<file path="config.mk">
export PLATFORM = sky130hd
export DESIGN_NAME = bcpe_front
export DESIGN_NICKNAME = d
export VERILOG_FILES = /design/src/hdl/bcpe_pkg.sv /design/src/hdl/bcpe_fifo.sv /design/src/hdl/bcpe_front.sv
export SDC_FILE = /design/constraint.sdc
export NUM_CORES = 1
export LEC_CHECK = 0
export BUFFER_PORTS_ARGS = -buffer_cell sky130_fd_sc_hd__buf_2
export CORE_ASPECT_RATIO = 0.75
export CORE_UTILIZATION = 45
export DETAILED_ROUTE_END_ITERATION = 12
export PLACE_DENSITY = 0.69
export SETUP_SLACK_MARGIN = 0.3
export SLEW_MARGIN = 40
export SYNTH_ARGS = -nofsm -noshare
export SYNTH_HDL_FRONTEND = slang
export SYNTH_SLANG_ARGS = --single-unit
</file>
<file path="constraint.sdc">
create_clock -name i_clk -period 14.95 [get_ports i_clk]
set_input_delay 0.7475 -clock i_clk [delete_from_list [all_inputs] [get_ports i_clk]]
set_output_delay 0.7475 -clock i_clk [all_outputs]
set_load 0.02 [all_outputs]
</file>
<file path="src/hdl/bcpe_pkg.sv">
package bcpe_pkg;

    localparam int MAX_ORDER_DEF   = 8;
    localparam int COORD_WIDTH_DEF = 16;
    localparam int QUEUE_DEPTH     = 2;

    // widest order the binomial table covers
    localparam int ORDER_LIMIT = 16;
    localparam int ORDER_W     = 4;
    localparam int BINOM_W     = 13;
    localparam int INDEX_W     = 3;
    localparam int PARAM_W     = 16;
    localparam int MIN_ORDER   = 2;

    localparam logic [ORDER_W-1:0] ORDER_RESET = 4'd4;
    localparam logic [PARAM_W-1:0] T_ONE       = 16'd32768;
    localparam int                 HALF_LSB    = 16384;

    typedef enum logic [0:0] {
        CMD_WRITE = 1'b0,
        CMD_EVAL  = 1'b1
    } t_cmd;

    // classified command as it travels from front to back
    typedef struct packed {
        t_cmd               cmd;
        logic [ORDER_W-1:0] degree;
        logic [PARAM_W-1:0] tval;
        logic [PARAM_W-1:0] uval;
    } t_ctl;

    typedef logic [ORDER_LIMIT-1:0][ORDER_LIMIT-1:0][BINOM_W-1:0] t_binom_tab;

    // pascal triangle, row n holds C(n, i)
    function automatic t_binom_tab f_binom_tab();
        t_binom_tab tab;
        int         row [ORDER_LIMIT];
        tab = '0;
        for (int j = 0; j < ORDER_LIMIT; j++) begin
            row[j] = 0;
        end
        row[0] = 1;
        for (int n = 0; n < ORDER_LIMIT; n++) begin
            for (int i = n; i > 0; i--) begin
                row[i] = row[i] + row[i-1];
            end
            for (int i = 0; i < ORDER_LIMIT; i++) begin
                tab[n][i] = BINOM_W'(row[i]);
            end
        end
        return tab;
    endfunction

    localparam t_binom_tab BINOM_TAB = f_binom_tab();

endpackage

</file>
<file path="src/hdl/bcpe_fifo.sv">
module bcpe_fifo #(
    parameter int WIDTH = 8,
    parameter int DEPTH = 2
) (
    input  logic             i_clk,
    input  logic             i_rst_n,
    input  logic             i_push,
    input  logic [WIDTH-1:0] i_data,
    output logic             o_full,
    input  logic             i_pop,
    output logic [WIDTH-1:0] o_data,
    output logic             o_empty
);
    localparam int AW = (DEPTH > 1) ? $clog2(DEPTH) : 1;
    localparam int CW = $clog2(DEPTH + 1);

    logic [WIDTH-1:0] r_mem [DEPTH];
    logic [AW-1:0]    r_wr, n_wr, r_rd, n_rd;
    logic [CW-1:0]    r_count, n_count;
    logic             wr_en, rd_en;

    assign o_full  = (r_count == CW'(DEPTH));
    assign o_empty = (r_count == '0);
    assign wr_en   = i_push & ~o_full;
    assign rd_en   = i_pop & ~o_empty;
    assign o_data  = r_mem[r_rd];

    always_comb begin
        n_wr    = r_wr;
        n_rd    = r_rd;
        n_count = r_count;
        if (wr_en) begin
            n_wr = (r_wr == AW'(DEPTH - 1)) ? '0 : r_wr + 1'b1;
        end
        if (rd_en) begin
            n_rd = (r_rd == AW'(DEPTH - 1)) ? '0 : r_rd + 1'b1;
        end
        if (wr_en && !rd_en) begin
            n_count = r_count + 1'b1;
        end else if (rd_en && !wr_en) begin
            n_count = r_count - 1'b1;
        end
    end

    always_ff @(posedge i_clk) begin
        if (!i_rst_n) begin
            r_wr    <= '0;
            r_rd    <= '0;
            r_count <= '0;
        end else begin
            r_wr    <= n_wr;
            r_rd    <= n_rd;
            r_count <= n_count;
        end
    end

    always_ff @(posedge i_clk) begin
        if (wr_en) begin
            r_mem[r_wr] <= i_data;
        end
    end

endmodule

</file>
<file path="src/hdl/bcpe_front.sv">
module bcpe_front #(
    parameter int MAX_ORDER   = bcpe_pkg::MAX_ORDER_DEF,
    parameter int COORD_WIDTH = bcpe_pkg::COORD_WIDTH_DEF
) (
    input  logic                              i_clk,
    input  logic                              i_rst_n,
    input  logic                              i_cfg_we,
    input  logic [bcpe_pkg::ORDER_W-1:0]      i_cfg_wdata,
    input  logic                              i_push,
    output logic                              o_full,
    input  logic                              i_command,
    input  logic [bcpe_pkg::INDEX_W-1:0]      i_point_index,
    input  logic signed [COORD_WIDTH-1:0]     i_coord_x,
    input  logic signed [COORD_WIDTH-1:0]     i_coord_y,
    input  logic signed [COORD_WIDTH-1:0]     i_coord_z,
    input  logic [bcpe_pkg::PARAM_W-1:0]      i_curve_param,
    output logic                              o_valid,
    input  logic                              i_pop,
    output bcpe_pkg::t_ctl                    o_ctl,
    output logic [$clog2(MAX_ORDER)-1:0]      o_idx,
    output logic signed [COORD_WIDTH-1:0]     o_coord_x,
    output logic signed [COORD_WIDTH-1:0]     o_coord_y,
    output logic signed [COORD_WIDTH-1:0]     o_coord_z
);
    import bcpe_pkg::*;

    localparam int IW = $clog2(MAX_ORDER);
    localparam int QW = $bits(t_ctl) + IW + 3 * COORD_WIDTH;

    logic [ORDER_W-1:0] r_order;
    t_ctl               ctl;
    logic [IW-1:0]      idx;
    logic               keep;
    logic               q_empty;
    logic [QW-1:0]      q_wdata, q_rdata;

    always_ff @(posedge i_clk) begin
        if (!i_rst_n) begin
            r_order <= ORDER_RESET;
        end else if (i_cfg_we) begin
            r_order <= i_cfg_wdata;
        end
    end

    always_comb begin
        int ord;
        ord = int'(r_order);
        // order is clamped here, the register keeps what was written
        if (ord < MIN_ORDER) begin
            ord = MIN_ORDER;
        end
        if (ord > MAX_ORDER) begin
            ord = MAX_ORDER;
        end
        ctl.cmd    = t_cmd'(i_command);
        ctl.degree = ORDER_W'(ord - 1);
        ctl.tval   = (i_curve_param > T_ONE) ? T_ONE : i_curve_param;
        ctl.uval   = T_ONE - ctl.tval;
        idx        = IW'(i_point_index);
        // writes beyond the table are dropped
        keep = (ctl.cmd == CMD_EVAL) || (int'(i_point_index) < MAX_ORDER);
    end

    assign q_wdata = {ctl, idx, i_coord_x, i_coord_y, i_coord_z};

    bcpe_fifo #(
        .WIDTH (QW),
        .DEPTH (QUEUE_DEPTH)
    ) u_cmd_queue (
        .i_clk   (i_clk),
        .i_rst_n (i_rst_n),
        .i_push  (i_push & keep),
        .i_data  (q_wdata),
        .o_full  (o_full),
        .i_pop   (i_pop),
        .o_data  (q_rdata),
        .o_empty (q_empty)
    );

    assign o_valid = ~q_empty;
    assign {o_ctl, o_idx, o_coord_x, o_coord_y, o_coord_z} = q_rdata;

endmodule

</file>
==> results.md, run 1 <==
Cells and area:
- Across the whole layout, storage elements account for between 5000 and 6000 um^2.
- The repair_antennas step left the layout with diodes totalling 0.
- After the last flow step, the layout net total stands at roughly 660.
- The filler cells instantiated in the layout total ~1300.
- The total area of multi-input combinational cells is 1710 um^2.
- Compared with the post-synthesis result, the final layout area differs by 23.5%.
- In the final layout, the share of cells above drive strength 1 is 0.503.

Status:
- The run finished with clean final reports.

Clock network:
- TritonCTS built the clock tree.
- The number of resized instances in the post-cts repair step is 0.
- The maximum clock path buffer count is 2.
- CTS placed an instance of sky130_fd_sc_hd__clkbuf_16 at the clock tree root.
- The number of setup buffers added after CTS is 0.
- The number of H-tree levels is 4.
- The clock insertion delay at the later pin of the skew report is ~0.43 ns.
- Hold repair after CTS inserted 0 buffers.
- The clock edge transition at the registers on the reported setup and hold paths is roughly 0.07 ns.
- The clock buffer count from CTS is 17.
- The tree built by TritonCTS fans out to roughly 180 sinks.

Worst setup path:
- STA classifies the critical path startpoint as a flop.
- The depth of the worst register-to-register path is 4.
- The launch instance of the worst register-to-register path is u_cmd_queue.r_count[0].
- The endpoint identified for the worst register-to-register timing path is u_cmd_queue.r_mem[0][4].
- The minimum setup slack among reg-to-reg paths is 13.04 ns.
- Data arrives at the worst endpoint at ~2.0 ns.
- Along the worst path, the maximum fanout reaches 43.
- The category of the worst setup path capture point is an output pin.
- The category of the most critical setup path is flop to output pin.
- The data required time of the worst path is roughly 14 ns.

Logic synthesis:
- The share of synthesized area in the top cell type comes to 0.724.
- The post-synthesis instance area is approximately 7200 um^2.
- By area the synthesized netlist is led by sky130_fd_sc_hd__edfxtp_1 72%, sky130_fd_sc_hd__mux2_2 14%, sky130_fd_sc_hd__dfxtp_1 2.5%.
- The fraction of registers with async set or reset after synthesis is 0.
- The count of yosys warnings during synthesis is 0.
- The most common flop cell mapped by yosys is sky130_fd_sc_hd__edfxtp_1.
- In the synthesized netlist, the number of instances is around 400.
- The top cell type by total area after synthesis is sky130_fd_sc_hd__edfxtp_1.
- The synthesis-stage register bit count is 183.
- Counting instances in the post-synthesis netlist gives the leading cell types as 174 x sky130_fd_sc_hd__edfxtp_1, 87 x sky130_fd_sc_hd__mux2_2, 13 x sky130_fd_sc_hd__nor2b_1.
- For this run, the register share of the synthesized area comes to 0.749.
- The number of different library cells used by synthesis comes to 45.
- The average instance in the mapped netlist occupies roughly 18 um^2.
- The most used standard cell by instance count after synthesis is sky130_fd_sc_hd__edfxtp_1.
- Counting flops with a built-in enable in the synthesized netlist gives ~170.

STA:
- For this run, the top clock speed supported by timing is between 300 and 400 MHz.
- On the final layout, the worst hold slack is around 0.51 ns.
- The worst clock skew is between 0.01 and 0.015 ns.
- Setup repair after global routing left no endpoint under its margin.
- The transition time at the pin with the least slew margin is between 0.8 and 0.9 ns.
- Headroom to the max-slew limit came out at 0.440.
- After routing, the total negative slack on setup checks comes to 0 ns.
- The final hold violation count is 0.
- The portion of the clock cycle consumed by the worst path in the final layout is 0.184.
- The time the final worst path needs with I/O delays and setup is between 2 and 3 ns.
- The max-slew violation count is 0.
- The count of endpoints failing setup in the final report is 0.

Routing:
- The wire length per cell after detailed routing is 17.0 um.
- The detail route stage leaves a number of antenna-violating nets equal to 0.
- The detailed router's first-iteration violation count is approximately 190.
- The number of iterations in the first detailed-routing pass is 4.
- The final wirelength is 13.5 mm.
- The total via count after detailed routing is 3990.
- For this run, design rule violations remaining after detail routing come to 0.
- Using the TritonRoute via totals, the vias-per-cell ratio works out to around 5.

Floorplan:
- The I/O pin count is 167.
- The floorplan step defined a core boundary enclosing about 15000 um^2.
- The die span in x is 148 um.
- The initial utilization of the core area, before any placement, comes to 0.467.
- The die is 112 um tall.
- The row count is 39.
- The die area is 16600 um^2.

Power and ir drop:
- Of the total power, combinational logic draws 0.280.
- The clock power share is 0.279.
- The worst-case IR drop observed on VDD is 0.0819 mV.
- The share of total power dissipated in sequential elements is 0.440.
- Internal power comes to 1.08 mW.
- The power density over cell area is 173 nW/um^2.
- The switching power share of the total is 0.302.
- In this run the power spent charging and discharging nets is between 0.4 and 0.5 mW.
- The static leakage is 3.31 nW.

Placement:
- The HPWL after detailed placement is 9.00 mm.
- The final weighted congestion of routability-driven global placement is just over 0.8.
- The count of buffers added on input and output ports is 166.

Global route:
- The total routing resource utilization after global routing is 0.172.
- Entering global routing, the biggest net connects 85 pins.
- Summed over all layers, the global routing overflow is 0.
- The first global-routing pass estimated between 20 and 25 mm of wire.
- The number of global-route vias before repair is between 4000 and 5000.
- The number of antenna violations at the first check in global routing is 0.

Worst hold path:
- The worst min-delay path startpoint is i_coord_x[8].
- Along the worst hold path, the cell count comes to 1.
- The type of the worst min-delay path is primary input to flop.
- The endpoint with the worst hold slack is u_cmd_queue.r_mem[1][40].

Run:
- The max-cap check violation count is 0.
[metrics by stage]
| stage | power [mW] | cell area [um^2] | util | setup WS (ns) | cells |
|---|---|---|---|---|---|
| global route | 1.61 | 8910 | 0.576 | 12.09 | 795 |
| CTS | 1.57 | 8910 | 0.576 | 12.16 | 795 |
| finish | 1.55 | 8910 | 0.576 | 12.20 | 795 |
| global placement | 1.11 | 8250 | 0.533 | 11.96 | 759 |
| detailed placement | 1.13 | 8340 | 0.539 | 12.25 | 763 |
| floorplan | 0.989 | 7220 | - | 9.96 | 403 |
[registers in the layout, indices dropped and copies added, names as in the netlist, named ones only]
signal	flops
u_cmd_queue.r_mem	174
r_order	4
u_cmd_queue.r_count	2
u_cmd_queue.r_rd	1
u_cmd_queue.r_wr	1
[layout make-up]
type / count / area share
inverters: 8 / 0.00337
well taps: 205 / 0.0288
clock inverters: 14 / 0.0164
multi-input cells: 195 / 0.192
repair buffers: 172 / 0.105
flip-flops and latches: 183 / 0.607
clock buffers: 18 / 0.0482
[worst max-delay path: stages (launching register included)]
cell and delay [ns]:
sky130_fd_sc_hd__dfxtp_4 0.48, sky130_fd_sc_hd__buf_12 0.24, sky130_fd_sc_hd__buf_12 0.27, sky130_fd_sc_hd__mux2_2 0.38
sky130_fd_sc_hd__buf_2 0.16
[layout by cell type, fill, tap and decap left out, types with 3 or more instances in the layout]
cell type and n:
sky130_fd_sc_hd__clkinv_4 3, sky130_fd_sc_hd__clkbuf_16 17, sky130_fd_sc_hd__mux2i_1 3, sky130_fd_sc_hd__inv_6 4, sky130_fd_sc_hd__nor2_1 11, sky130_fd_sc_hd__ha_1 3
sky130_fd_sc_hd__and2_1 11, sky130_fd_sc_hd__xnor2_1 9, sky130_fd_sc_hd__o21ai_0 3, sky130_fd_sc_hd__nand3_1 3, sky130_fd_sc_hd__mux2_2 87, sky130_fd_sc_hd__nand2_1 9
sky130_fd_sc_hd__buf_2 166, sky130_fd_sc_hd__edfxtp_1 174, sky130_fd_sc_hd__inv_1 8, sky130_fd_sc_hd__o211ai_1 5, sky130_fd_sc_hd__nand4_1 3, sky130_fd_sc_hd__a21oi_1 3
sky130_fd_sc_hd__nor2b_1 13, sky130_fd_sc_hd__o21a_1 3, sky130_fd_sc_hd__dfxtp_1 8
[power by group through the flow]
stage                     logic [mW]  registers [mW]  clock network [mW]
after floorplan                0.301           0.688                   0
after global placement         0.392           0.715                   0
after detailed placement       0.439           0.692                   0
after CTS                      0.441           0.682               0.443
after global routing           0.466           0.689               0.458
final                          0.433           0.681               0.432
[how the worst max path moves through the flow]
stage | start | end
global route | flop | o_coord_y[14]
CTS | flop | o_coord_y[14]
floorplan | i_push | u_cmd_queue.r_mem[0][0]
global placement | i_push | u_cmd_queue.r_mem[0][73]
finish | flop | o_coord_x[11]
detailed placement | i_curve_param[15] | u_cmd_queue.r_mem[0][55]
[cell families (layout without fill, tap and decap cells)]
kind of cell	count (synthesis)	after routing	synth area share
flip-flops	183	183	0.749
XOR/XNOR	11	11	0.0133
buffers and inverters	25	212	0.0166
adder cells (fa/ha/maj)	3	3	0.00520
other	1	2	0.000520
AND/OR/NAND/NOR	64	64	0.0517
AO/OA/AOI/OAI	25	25	0.0239
multiplexers	90	90	0.140
[per-layer routing]
layer / vias to the layer above / global-route usage / wire, um
met5: - / 0 / 0
met4: 0 / 0.0639 / 149
met3: 11 / 0.0549 / 891
met2: 141 / 0.274 / 6430
met1: 1946 / 0.221 / 6030
li1: 1892 / - / -
Power figures use the tool's default switching activity.
==> run 2: changes to the inputs <==
--- a/config.mk
+++ b/config.mk
@@ -9,7 +9,7 @@
 export CORE_ASPECT_RATIO = 0.75
 export CORE_UTILIZATION = 45
 export DETAILED_ROUTE_END_ITERATION = 12
-export PLACE_DENSITY = 0.69
+export PLACE_DENSITY = 0.71
 export SETUP_SLACK_MARGIN = 0.3
 export SLEW_MARGIN = 40
 export SYNTH_ARGS = -nofsm -noshare
==> constraint.sdc (replaced) <==
create_clock -name i_clk -period 2.4 [get_ports i_clk]
set_input_delay 0.12 -clock i_clk [delete_from_list [all_inputs] [get_ports i_clk]]
set_output_delay 0.12 -clock i_clk [all_outputs]
set_load 0.02 [all_outputs]
==> results.md, run 2 (same netlist as run 1, synthesis figures left out) <==
Global route:
- The number of global-route vias before repair is ~4500.
- The number of antenna violations at the first check in global routing came to 0.
- The total routing resource utilization after global routing is 0.187.
- The first global-routing pass estimated 23.1 mm of wire.
- After global routing the overflow that remains totals 0.
- Entering global routing, the biggest net connects 88 pins.

STA:
- The max-slew violation count came to 0.
- Across all setup checks in the final design, the least slack found is ~0.49 ns.
- The worst pin sits at a relative slew slack of 0.609.
- The final hold violation count came to 0.
- The time the final worst path needs with I/O delays and setup is 1.91 ns.
- The worst clock skew is 0.00902 ns.
- In the finished design, the share of the clock period the worst path needs comes to 0.797.
- Setup repair after global routing left no endpoint under its margin.
- The upper clock frequency limit is around 520 MHz.
- After routing, the total negative slack on setup checks comes to 0 ns.
- Setup violations remaining at the end of the flow were counted as 0.
- For the pin with the worst max-slew slack, the measured transition is between 0.5 and 0.6 ns.

Cells and area:
- The finished layout holds approximately 850 standard cells, fillers aside.
- The post-route cell area is between 9000 and 10000 um^2.
- Leaving out fill and tap cells, the most frequent cells in the layout are 174 x sky130_fd_sc_hd__edfxtp_1, 166 x sky130_fd_sc_hd__buf_2, 87 x sky130_fd_sc_hd__mux2_2.
- The share of cells above drive strength 1 is 0.465.
- The largest registers in the layout are u_cmd_queue.r_mem (174), r_order (4), u_cmd_queue.r_count (2).
- The register with the most flip-flops in the layout has roughly 170 of them.
- The diode insertion count for antenna repair is 0.
- The most frequent standard cell in the layout excluding fill and tap cells is sky130_fd_sc_hd__edfxtp_1.
- The relative area change from synthesis to final layout is 32.3%.
- The layout has around 1200 filler cells.
- For this run, the post-layout net count is just over 700.
- The register ranked first by flip-flop count is u_cmd_queue.r_mem.

Clock network:
- The total number of clock tree sinks is 183.
- The number of H-tree levels is 4.
- TritonCTS built the clock tree.
- The number of clock buffers added by TritonCTS is 17.
- For the worst-skew pair, the clock arrives at the later sink with an insertion delay of 0.42 ns.
- The clock edge transition at the registers on the reported setup and hold paths is roughly 0.060 ns.
- The longest clock path from root to sink contains 2 buffers.
- The tree is rooted in a sky130_fd_sc_hd__clkbuf_16.

Worst setup path:
- The critical path's largest stage delay is 0.57 ns.
- At the worst endpoint, the arrival time is about 1.8 ns.
- The worst setup path is captured at an output pin.
- The cell family contributing the most delay on the critical path is flip-flops.
- The total buffers and inverters traversed by the critical path is 2.
- The critical path goes through buf_4, mux2_2, buf_2.
- STA classifies the critical path startpoint as a flop.
- The highest-delay cell along the critical path is sky130_fd_sc_hd__dfxtp_4.
- By startpoint and endpoint, the worst setup path is classified as flop to output pin.
- The data required time of the worst path is 2.28 ns.
- The critical-path maximum fanout is 20.

Power and ir drop:
- Of the total power, the clock network draws 0.287.
- The analysis attributes to net switching a power of 2.96 mW.
- Of the total power, registers draw 0.428.
- Cell internal power was estimated by the tool at between 7 and 8 mW.
- The combinational group share of total power is 0.285.
- The maximum vdd ir drop is between 0.5 and 0.6 mV.
- The switching power share of the total is 0.297.
- The power density over cell area is 1040 nW/um^2.
- The analysis attributes to cell leakage a power of about 3.6 nW.

Placement:
- The area of placed instances is between 8000 and 9000 um^2.
- The congestion estimate from routability-driven global placement came to between 0.8 and 0.9.
- The cell count after placement is ~770.
- Buffers placed on the I/O ports in this run total 166.
- Once detailed placement completed, the half-perimeter wirelength came to 9.52 mm.
- Timing analysis after detailed placement gives a worst setup slack of 0.524 ns.

Status:
- The run finished with clean final reports.

Routing:
- In the final routed layout, each cell accounts on average for about 17 um.
- The total via count after detailed routing is about 4300.
- The detailed router's first-iteration violation count is around 260.
- After detailed routing, the number of remaining DRC violations is 0.
- The final wirelength is 14.8 mm.
- The count of nets left with antenna violations once routing finished came out at 0.
- In the routed layout, each cell is associated on average with a via count of between 5 and 6.
- The number of iterations in the first detailed-routing pass is 5.

Floorplan:
- between 150 and 200 I/O pins were placed.
- Measured along the x axis, the die boundary spans about 150 um.
- The floorplan has 39 rows.
- The die is 112 um tall.
- The initial core utilization is 0.467.
- The die covers approximately 17000 um^2.
- In this run the standard cell core region covers 15500 um^2.

Run:
- The max-cap check violation count is 0.

Worst hold path:
- In this run the worst hold path is classified as primary input to flop.
[run 2: cell count changes in the layout (fill, tap and decap cells not counted), moves of 2 or more]
cell,change
sky130_fd_sc_hd__bufinv_16,+2
sky130_fd_sc_hd__dlygate4sd3_1,+57
sky130_fd_sc_hd__buf_4,+5
sky130_fd_sc_hd__inv_6,-2
sky130_fd_sc_hd__clkinv_4,-2
[run 2: final timing paths]
check	from	to	slack, ns	cells past startpoint
worst min-delay path	i_rst_n	flop	0.03	2
worst max-delay path	flop	o_ctl[9]	0.49	3
worst max register to register	u_cmd_queue.r_count[1]	u_cmd_queue.r_count[1]	0.74	5
worst min register to register	r_order[3]	r_order[3]	0.53	2
[run 2: final cells by class]
class                      instances  area (um^2)  share of cell area
sequential                       183         5410               0.567
multi-input combinational        195         1720               0.181
timing repair buffer             233         1520               0.159
clock buffer                      19          433              0.0453
tap                              205          256              0.0269
clock inverter                    11          174              0.0182
inverter                           8         30.0             0.00314
[run 2: metrics by stage]
step                total power [mW]  utilization  hold slack (ns)
floorplan                       6.14            -            0.219
global placement                7.04        0.540            0.308
detailed placement              7.09        0.540            0.314
CTS                             10.1        0.617          0.00574
global route                    10.4        0.617           0.0215
finish                          9.96        0.617           0.0284
[run 2: metal layers]
metal / track usage / routed length, um / vias to the layer above
li1: - / - / 2003
met1: 0.244 / 6350 / 2075
met2: 0.296 / 6940 / 179
met3: 0.0590 / 1260 / 18
met4: 0.0632 / 248 / 0
met5: 0 / 0 / -
[run 2: power by group through the flow]
stage          Clock (mW)  Sequential [mW]  Combinational [mW]
3_3_place_gp            0             4.34                2.70
4_1_cts              2.93             4.27                2.87
3_5_place_dp            0             4.37                2.72
5_1_grt              3.03             4.31                3.02
2_1_floorplan           0             4.25                1.89
6_report             2.86             4.26                2.84
[run 2: what timing repair did]
| item | 4_1_cts | 5_1_grt |
|---|---|---|
| setup endpoints to repair | 20 | 0 |
| resized for setup | 0 | 0 |
| setup buffers | 1 | 0 |
| hold buffers | 57 | 0 |
| hold endpoints to repair | 108 | 0 |
==> run 3: changes to the inputs <==
--- a/config.mk
+++ b/config.mk
@@ -9,7 +9,7 @@
 export CORE_ASPECT_RATIO = 0.75
 export CORE_UTILIZATION = 45
 export DETAILED_ROUTE_END_ITERATION = 12
-export PLACE_DENSITY = 0.71
+export PLACE_DENSITY = 0.69
 export SETUP_SLACK_MARGIN = 0.3
 export SLEW_MARGIN = 40
 export SYNTH_ARGS = -nofsm -noshare
==> constraint.sdc (replaced) <==
create_clock -name i_clk -period 1.9 [get_ports i_clk]
set_input_delay 0.095 -clock i_clk [delete_from_list [all_inputs] [get_ports i_clk]]
set_output_delay 0.095 -clock i_clk [all_outputs]
set_load 0.02 [all_outputs]
==> results.md, run 3 (same netlist as run 1, synthesis figures left out) <==
Placement:
- The sum of net half-perimeters after detailed placement is between 9 and 10 mm.
- Buffers placed on the I/O ports in this run total 166.
- The cell count after placement is roughly 770.
- The congestion estimate from routability-driven global placement came to 0.816.
- After detailed placement, the total cell area comes to roughly 8400 um^2.

STA:
- The final hold violation count is 0.
- Counting I/O delays and the setup requirement, the final critical path takes 1.69 ns.
- At the pin with the least slew margin, the transition time is 0.531 ns.
- Headroom to the max-slew limit came out at 0.644.
- The portion of the clock cycle consumed by the worst path in the final layout is 0.892.
- On the final layout, the worst clock skew is 0.00887 ns.
- The upper clock frequency limit is approximately 590 MHz.
- Setup violations remaining at the end of the flow were counted as 0.
- Setup repair after global routing could not meet its margin everywhere.
- The max-slew violation count is 0.

Routing:
- The final wirelength is ~16 mm.
- The wire length per cell after detailed routing is between 15 and 20 um.
- After detailed routing, the number of remaining DRC violations is 0.
- The total via count after detailed routing is approximately 4400.
- The count of nets left with antenna violations once routing finished came out at 0.
- The number of vias per cell is around 5.0.
- The first detailed-routing pass took 4 iterations.
- The detailed router's first-iteration violation count is roughly 190.

Worst setup path:
- The launch instance of the worst register-to-register path is u_cmd_queue.r_count[0].
- The endpoint of the worst-slack reg-to-reg timing path is u_cmd_queue.r_count[1].
- The capture point of the worst path is o_idx[0].
- The category of the worst setup path capture point is an output pin.
- On the critical path, the stage with the largest delay is an instance of sky130_fd_sc_hd__dfxtp_4.
- For the worst setup path, the data required time is ~1.8 ns.
- The critical-path maximum fanout is 7.
- The data arrival at the endpoint of the critical path is roughly 1.6 ns.
- For the worst flop-to-flop path, the logic depth is 7.
- Across all register-to-register paths, the minimum setup slack is ~0.42 ns.
- Walking the worst path, the cells encountered are buf_6, buf_16, mux2_2, buf_2.
- The category of the most critical setup path is flop to output pin.
- STA classifies the critical path startpoint as a flop.
- The critical path's largest stage delay is 0.38 ns.

Run:
- The max-cap check violation count is 0.

Global route:
- The number of global-route vias before repair is between 4000 and 5000.
- The wire length of the first global-routing pass is ~23 mm.
- The total routing resource utilization after global routing is 0.183.
- The number of antenna violations at the first check in global routing was 0.
- The largest net degree at the start of global routing is between 40 and 50.
- The total overflow left after global routing is 0.

Clock network:
- Counting along the longest clock path gives a buffer depth of 2.
- TritonCTS built the clock tree.
- The number of clock buffers added by TritonCTS is 17.
- After clock tree synthesis, the clock-pin slew on the worst setup and hold paths is about 0.07 ns.
- The H-tree was split into 4 levels.
- The clock insertion delay at the later pin of the skew report is about 0.42 ns.
- The total number of clock tree sinks is approximately 180.
- The tree is rooted in a sky130_fd_sc_hd__clkbuf_16.

Floorplan:
- The die area is about 17000 um^2.
- Pin placement for this block handled 167 I/O pins.
- The die height is around 110 um.
- The die span in x is 148 um.
- The core box area is 15500 um^2.
- The initial utilization of the core area, before any placement, comes to 0.467.
- The row count is 39.

Power and ir drop:
- The analysis attributes to net switching a power of approximately 4.2 mW.
- The internal portion of the total power is approximately 9.7 mW.
- The share of total power dissipated in combinational logic is 0.364.
- The share of total power in sequential cells is 0.384.
- Power spread over the standard cell area amounts to approximately 1300 nW/um^2.
- The completed layout was analyzed and its total power is between 10 and 15 mW.
- Across the VDD grid, the largest voltage drop is ~0.94 mV.
- The switching power share of the total is 0.304.
- The static leakage is 4.00 nW.
- The clock power share is 0.252.

Cells and area:
- The share of cells above drive strength 1 is 0.481.
- The relative area change from synthesis to final layout is 44.4%.
- The finished layout holds 873 standard cells, fillers aside.
- The post-route cell area is roughly 10000 um^2.
- In the final layout, the registers with the most flip-flops are u_cmd_queue.r_mem (174), r_order (4), u_cmd_queue.r_count (2).
- Leaving out fill and tap cells, the most frequent cell in the layout is sky130_fd_sc_hd__edfxtp_1.
- The final layout contains 735 nets.
- 0 antenna diodes ended up in the layout.
- The register with the most flip-flops in the final layout is u_cmd_queue.r_mem.
- The number of fill cells in the layout is between 1000 and 1500.
- The library cells used most frequently in the layout, excluding fill and tap cells, are 174 x sky130_fd_sc_hd__edfxtp_1, 110 x sky130_fd_sc_hd__buf_2, 62 x sky130_fd_sc_hd__dlygate4sd3_1.
- The flip-flop count of the largest register after layout is between 150 and 200.

Worst hold path:
- The min-delay analysis places its worst path in the category primary input to flop.
- The worst min-delay path startpoint is i_curve_param[7].

Status:
- The flow ran to the end, and the final reports show no timing, DRC or antenna violations.
run 3: changes by cell type in the layout (fill, tap and decap cells not counted), sizes merged:
| cell | delta |
|---|---|
| dlygate4sd3 | +5 |
| clkinv | +2 |
| clkbuf | +3 |
| bufinv | -2 |
| inv | +2 |
| buf | +7 |
| clkinvlp | +2 |
run 3: how the worst min path moves through the flow:
stage / to / depth (start not counted)
floorplan: r_order[2] / 1
global placement: u_cmd_queue.r_mem[1][16] / 1
detailed placement: u_cmd_queue.r_mem[0][36] / 1
CTS: u_cmd_queue.r_mem[0][74] / 2
global route: u_cmd_queue.r_mem[0][74] / 2
finish: u_cmd_queue.r_mem[0][74] / 2
run 3: per-stage QoR:
step	hold WS (ns)	utilization	setup WS [ns]	TNS, ns
2_1_floorplan	0.194	-	-0.348	-42.74
3_3_place_gp	0.283	0.542	0.326	0
3_5_place_dp	0.286	0.542	0.236	0
4_1_cts	0.0294	0.624	0.152	0
5_1_grt	0.0506	0.674	0.146	0
6_report	0.0450	0.674	0.206	0
run 3: critical path, delay by kind of cell (launching register included):
family / cells / cell delay [ns]
multiplexers: 1 / 0.34
buffers and inverters: 3 / 0.45
flip-flops: 1 / 0.38
run 3: final cells by class:
| class | instances | area [um^2] | share of cell area |
|---|---|---|---|
| repair buffers | 250 | 2200 | 0.211 |
| flip-flops and latches | 183 | 5410 | 0.519 |
| inverters | 8 | 30.0 | 0.00288 |
| clock inverters | 15 | 168 | 0.0161 |
| multi-input cells | 195 | 1930 | 0.185 |
| clock buffers | 17 | 425 | 0.0408 |
| well taps | 205 | 256 | 0.0246 |
run 3: power by group through the flow:
stage	Sequential, mW	Combinational (mW)	Clock, mW
3_5_place_dp	5.41	3.52	0
3_3_place_gp	5.37	3.48	0
4_1_cts	5.35	3.73	3.59
6_report	5.35	5.06	3.50
2_1_floorplan	5.37	2.39	0
5_1_grt	5.40	5.32	3.73
run 3: per-layer routing:
layer	vias up	wire length, um	GRT usage
met1	2162	7130	0.227
met3	27	1180	0.0553
met4	0	293	0.0708
met5	-	0	0
met2	166	7800	0.303
li1	2044	-	-
run 3: repair_timing:
| item | in CTS | in global routing |
|---|---|---|
| buffers inserted | 0 | 4 |
| gates cloned | 1 | 8 |
| endpoints found under the setup margin | 89 | 89 |
| pin swaps | 1 | 0 |
| hold endpoints to repair | 113 | 0 |
| gates resized for setup | 8 | 175 |
| hold buffers | 62 | 0 |
